<file path="src/hdl/locc_pkg.sv">
// Package with shared types and constants of the lock-order cycle checker.
package locc_pkg;
    localparam int MAX_LOCKS   = 32;
    localparam int STACK_DEPTH = 16;
    localparam int THREADS     = 4;
    localparam int LOCK_W      = 5;
    localparam int THR_W       = 2;
    localparam int LVL_W       = 5;
    localparam int RANK_W      = 6;

    localparam logic [1:0] ST_OK        = 2'd0;
    localparam logic [1:0] ST_EMPTY     = 2'd1;
    localparam logic [1:0] ST_OUT_ORDER = 2'd2;
    localparam logic [1:0] ST_FULL      = 2'd3;

    typedef enum logic [3:0] {
        S_IDLE, S_RD_TOP, S_CHK, S_RD_EDGE, S_CHK_EDGE, S_CLR, S_OUT
    } t_state;

    // Phases of the depth-first search.
    typedef enum logic [1:0] {
        P_IDLE, P_ROOT, P_READ, P_SCAN
    } t_phase;

    typedef struct packed {
        logic             deadlock;
        logic [LOCK_W-1:0] cfrom;
        logic [LOCK_W-1:0] cto;
        logic [1:0]       status;
    } t_result;
endpackage

</file>
<file path="src/hdl/locc_search.sv">
// Depth-first search over the edge matrix kept in a synchronous memory.
module locc_search import locc_pkg::*; (
    input  logic              i_clk,
    input  logic              i_rst_n,
    input  logic              i_start,
    input  logic              i_wr,
    input  logic [LOCK_W-1:0] i_wr_row,
    input  logic [LOCK_W-1:0] i_wr_col,
    input  logic [LOCK_W-1:0] i_rd_row,
    output logic [MAX_LOCKS-1:0] o_rd_data,
    output logic              o_done,
    output logic              o_found,
    output logic [LOCK_W-1:0] o_from,
    output logic [LOCK_W-1:0] o_to
);
    // Edge matrix: one row per lock, cleared after reset by a sweep.
    logic [MAX_LOCKS-1:0] mem [MAX_LOCKS];
    logic [MAX_LOCKS-1:0] r_row;
    logic [RANK_W-1:0] rank [MAX_LOCKS];
    logic [MAX_LOCKS-1:0] r_vis, r_fin;
    logic [LOCK_W-1:0] wnode [MAX_LOCKS];
    logic [RANK_W-1:0] wnext [MAX_LOCKS];
    logic [RANK_W-1:0] r_sp, r_rank;
    logic [RANK_W-1:0] r_root;
    t_phase r_ph, n_ph;
    logic [LOCK_W-1:0] r_here;
    logic [RANK_W-1:0] r_nx;
    logic [LOCK_W:0] r_clr;
    logic [LOCK_W-1:0] there;
    logic back_edge;

    assign o_rd_data = r_row;
    assign there = r_nx[LOCK_W-1:0];
    assign back_edge = (rank[r_here] >= rank[there]) && !r_fin[there];

    // Memory port: clear sweep, edge insertion from the registered row, and the row read.
    // The row register holds still while a row is being scanned.
    always_ff @(posedge i_clk) begin
        if (!r_clr[LOCK_W]) begin
            mem[r_clr[LOCK_W-1:0]] <= '0;
        end else if (i_wr) begin
            mem[i_wr_row] <= r_row | (MAX_LOCKS'(1) << i_wr_col);
        end
        if (r_ph == P_READ) begin
            r_row <= mem[r_here];
        end else if (r_ph == P_IDLE) begin
            r_row <= mem[i_rd_row];
        end
    end

    // Next search phase.
    always_comb begin
        n_ph = r_ph;
        case (r_ph)
            P_IDLE: if (i_start) n_ph = P_ROOT;
            P_ROOT: begin
                if (r_root == RANK_W'(MAX_LOCKS)) n_ph = P_IDLE;
                else if (!r_vis[r_root[LOCK_W-1:0]]) n_ph = P_READ;
            end
            P_READ: n_ph = P_SCAN;
            P_SCAN: begin
                if (r_nx == RANK_W'(MAX_LOCKS)) begin
                    n_ph = (r_sp == RANK_W'(1)) ? P_ROOT : P_READ;
                end else if (r_row[there]) begin
                    if (!r_vis[there]) begin
                        if (r_sp < RANK_W'(MAX_LOCKS)) n_ph = P_READ;
                    end else if (back_edge) begin
                        n_ph = P_IDLE;
                    end
                end
            end
            default: n_ph = P_IDLE;
        endcase
    end

    always_ff @(posedge i_clk) begin
        if (!i_rst_n) begin
            r_clr <= '0;
            r_ph <= P_IDLE;
            o_done <= 1'b0;
        end else begin
            if (!r_clr[LOCK_W]) r_clr <= r_clr + 1'b1;
            r_ph <= n_ph;
            o_done <= 1'b0;
            case (r_ph)
                P_IDLE: if (i_start) begin
                    r_vis <= '0; r_fin <= '0; r_rank <= '0; r_root <= '0;
                    o_found <= 1'b0; o_from <= '0; o_to <= '0;
                end
                P_ROOT: begin
                    // Next root, or end of search.
                    if (r_root == RANK_W'(MAX_LOCKS)) begin
                        o_done <= 1'b1;
                    end else if (r_vis[r_root[LOCK_W-1:0]]) begin
                        r_root <= r_root + 1'b1;
                    end else begin
                        r_vis[r_root[LOCK_W-1:0]] <= 1'b1;
                        rank[r_root[LOCK_W-1:0]] <= r_rank;
                        r_rank <= r_rank + 1'b1;
                        wnode[0] <= r_root[LOCK_W-1:0];
                        r_here <= r_root[LOCK_W-1:0];
                        r_nx <= '0;
                        r_sp <= RANK_W'(1);
                        r_root <= r_root + 1'b1;
                    end
                end
                P_SCAN: begin
                    // Scan one neighbour of the top node per cycle; a move to another node first rereads its row.
                    if (r_nx == RANK_W'(MAX_LOCKS)) begin
                        r_fin[r_here] <= 1'b1;
                        if (r_sp != RANK_W'(1)) begin
                            r_here <= wnode[r_sp[LOCK_W-1:0] - 2'd2];
                            r_nx <= wnext[r_sp[LOCK_W-1:0] - 2'd2];
                            r_sp <= r_sp - 1'b1;
                        end
                    end else if (!r_row[there]) begin
                        r_nx <= r_nx + 1'b1;
                    end else if (!r_vis[there]) begin
                        r_vis[there] <= 1'b1;
                        rank[there] <= r_rank;
                        r_rank <= r_rank + 1'b1;
                        if (r_sp < RANK_W'(MAX_LOCKS)) begin
                            wnext[r_sp[LOCK_W-1:0] - 1'b1] <= r_nx + 1'b1;
                            wnode[r_sp[LOCK_W-1:0]] <= there;
                            r_sp <= r_sp + 1'b1;
                            r_here <= there;
                            r_nx <= '0;
                        end else begin
                            r_nx <= r_nx + 1'b1;
                        end
                    end else if (back_edge) begin
                        o_found <= 1'b1; o_from <= r_here; o_to <= there;
                        o_done <= 1'b1;
                    end else begin
                        r_nx <= r_nx + 1'b1;
                    end
                end
                default: begin
                end
            endcase
        end
    end
endmodule

</file>
<file path="config.mk">
export PLATFORM = sky130hd
export DESIGN_NAME = locc_search
export DESIGN_NICKNAME = d
export VERILOG_FILES = /design/src/hdl/locc_pkg.sv /design/src/hdl/locc_search.sv
export SDC_FILE = /design/constraint.sdc
export NUM_CORES = 2
export LEC_CHECK = 0
export BUFFER_PORTS_ARGS = -buffer_cell sky130_fd_sc_hd__buf_2
export CORE_AREA = 2 2 477 479
export CTS_CLUSTER_SIZE = 10
export DETAILED_ROUTE_END_ITERATION = 8
export DIE_AREA = 0 0 479 481
export PLACE_DENSITY_LB_ADDON = 0.08
export SLEW_MARGIN = 0
export SYNTH_ARGS = -nofsm -noshare
export SYNTH_HDL_FRONTEND = slang
export SYNTH_SLANG_ARGS = --single-unit
</file>
<file path="constraint.sdc">
create_clock -name i_clk -period 12.2 [get_ports i_clk]
set_input_delay 0 -clock i_clk [delete_from_list [all_inputs] [get_ports i_clk]]
set_output_delay 0 -clock i_clk [all_outputs]
set_load 0.05 [all_outputs]
</file>
==> metrics.cfg <==
[clock_network]
cts_buffers = 201
clk_path_buf_depth = 3
cts_resized = 0
hold_buffers = 9
clk_latency_ns = 0.87
cts_tree = yes
cts_setup_buffers = 0
root_buffer = clkbuf_16
clk_pin_slew_ns = 0.06
h-tree-depth = 4
clock_sinks = 1723

[floorplanning]
rows = 175
ioPinCount = 63
die_width_um = 479
coreArea_sq_um = 226000
dieHeight_um = 481
die-area_sq_um = 230000
initial_core_util_pct = 34.7

[yosys]
yosysWarnings = 0
synth_common_cells = edfxtp_1, mux4_2, nor2_1, clkbuf_1, mux2i_1
ys.flop_type = edfxtp_1
yosysTopAreaCellShare_pct = 65.2
synth_edf_count = 1704
yosysMostFrequentCell = edfxtp_1
yosysTopAreaCell = edfxtp_1
async_flop_share_pct = 0
synth_seq_area_share_pct = 65.7
syn_nets = 3913
synth_area_leaders = edfxtp_1, mux4_2, nor2_1, mux2i_1, clkbuf_1
synthDistinctLibCells = 66
synth_seq_cells = 1723
synth_area_sq_um = 78400
syn_inst = 3869
syn_area_per_cell_sq_um = 20.3

[sta]
finalSetupViolCount = 0
slew_violations = 0
fin_setup_tns_ns = 0
hold_viol = 0
rsz0062_at_grt = false
layout_setup_ws_ns = 6.40
fin_skew_ns = 0.0691
max_freq_mhz = 172
min_period_over_period_pct = 47.6
maxSlewHeadroom_pct = 14.7
fin_crit_ns = 5.80
tightest_slew_ns = 1.28

[finish]
layout-drive-gt1-share_pct = 34.6
final_cells = 7105
fin_area_sq_um = 88700
syn_to_final_growth_pct = 13.1
nets = 4026

[outcome]
status = finished, final reports clean

[grt]
grt_usage_pct = 21.3
grt_pass1_wl_um = 344000
overflow = 0
grt_max_degree = 117
antenna_found_initial = 2
grt_pass1_vias = 42600

[route]
initialDrtViolationCount = 4295
ant_nets = 0
viasPerCell = 5.80
wl_per_cell_um = 34.6
firstDrtPassIters = 5
drcViolationCount = 0
num_vias = 41200
wl_um = 246000

[setup_path]
path_class = reg2reg
start_kind = flip-flop
r2r_cells = 11
required_ns = 12.69
crit_fanout = 21
rr_endpoint = o_to[3]
reg2reg_slack_ns = 6.40
cp.arrival_ns = 6.29
critPathCaptureType = flip-flop

[min_path]
hold_depth = 4
whs_endpoint = mem[1][13]
hp-class = in2reg
min_from = i_wr_col[4]

[place]
placed_area_sq_um = 82800
gp_congestion = 0.785
pre_cts_ws_ns = 6.27
dp_hpwl_um = 143000
port_buffers = 62
dp_cells = 6778

[power]
fin_total_pwr_w = 0.0163
power_density_nw_per_um2 = 184
ir_drop_v = 0.000130
p_leak_nw = 28.8

[job]
maxCapViolations = 0

## critical path, stage by stage (launching register included)
cell,delay [ns]
dfxtp_4,0.68
buf_4,0.60
buf_4,0.70
mux4_2,0.62
mux2_2,0.30
ha_1,0.30
o22ai_1,0.12
nor3_1,0.16
nand4_1,0.13
nor3b_1,0.78
nand2_1,0.14
a21oi_1,0.88
## power by group
part | switching [W] | internal, W | leakage, nW
clock | 0.00242 | 0.00310 | 2.80
combinational | 0.00203 | 0.00144 | 9.03
sequential | 0.000451 | 0.00686 | 17.0
## cell type report
cell class,count,area [sq um]
clock buffer,270,5380
inverter,20,77.6
antenna,5,12.5
fill,20100,137000
tap,3009,3760
clock inverter,42,427
sequential,1723,51600
multi-input combinational,1848,26100
timing repair buffer,188,1370
## flip-flops by register name, indices dropped and copies added, names as in the netlist, 6 cells and up, named ones only
signal / flops
rank: 192
r_root: 6
r_rank: 6
wnode: 160
r_sp: 6
wnext: 192
o_rd_data: 32
r_vis: 32
mem: 1024
r_clr: 6
r_nx: 6
r_fin: 32
## metrics by stage
stage                     util, %  hold WS, ns
after floorplan                 -        0.188
after global placement       36.7        0.357
after detailed placement     36.7        0.354
after CTS                    39.3       0.0122
after global routing         39.3       0.0374
final                        39.3       0.0736
## cell usage in the layout, fill, tap and decap left out, types with 7 or more instances in the layout
cell type and n:
o21ai_0 33, nor3_1 14, nor2_2 22, clkbuf_16 203, and3_1 14, dfxtp_1 12, a21oi_1 89, nor2b_1 25
clkinv_1 23, ha_1 25, mux4_2 873, o22ai_1 58, clkbuf_1 62, nor3b_1 7, edfxtp_1 1704, nand2_1 68
mux2i_1 101, dlygate4sd3_1 9, xor2_1 13, buf_2 57, nor2_4 33, a22oi_1 7, nand3b_1 10, or3_1 7
buf_4 114, a211oi_1 19, mux2_2 38, xnor2_1 11, nand2b_1 7, nand3_1 26, nor2_1 251, mux2_4 8
inv_1 15
## routing by layer
layer | track usage, % | share of wire, % | up-vias
met5 | 0 | 0 | -
met4 | 5.01 | 2.1 | 0
met2 | 34.0 | 48 | 1191
met3 | 3.17 | 4.8 | 303
li1 | - | - | 16800
met1 | 30.9 | 45 | 22900
## worst max-delay path by stage
stage              start        end  slack (ns)  cells past startpoint
5_1_grt        flip-flop    o_to[3]        5.89                     11
3_3_place_gp   flip-flop    o_found        6.19                     11
2_1_floorplan    r_nx[1]  r_rank[0]        6.54                     12
3_5_place_dp   flip-flop  o_from[2]        6.27                     11
4_1_cts        flip-flop    o_to[3]        6.26                     11
6_report       flip-flop    o_to[3]        6.40                     11
## cell families (layout without fill, tap and decap cells)
group,Yosys count,in the layout,share of synthesized area (%)
muxes,1021,1021,27.1
adders and majority gates,25,25,0.399
buffers and inverters,298,520,1.53
xor gates and xnor gates,26,26,0.290
AOI/OAI and AO/OA,250,250,1.97
and+or+nand+nor,526,526,3.02
DFF,1723,1723,65.7
other,0,5,0
Power figures use the tool's default switching activity.
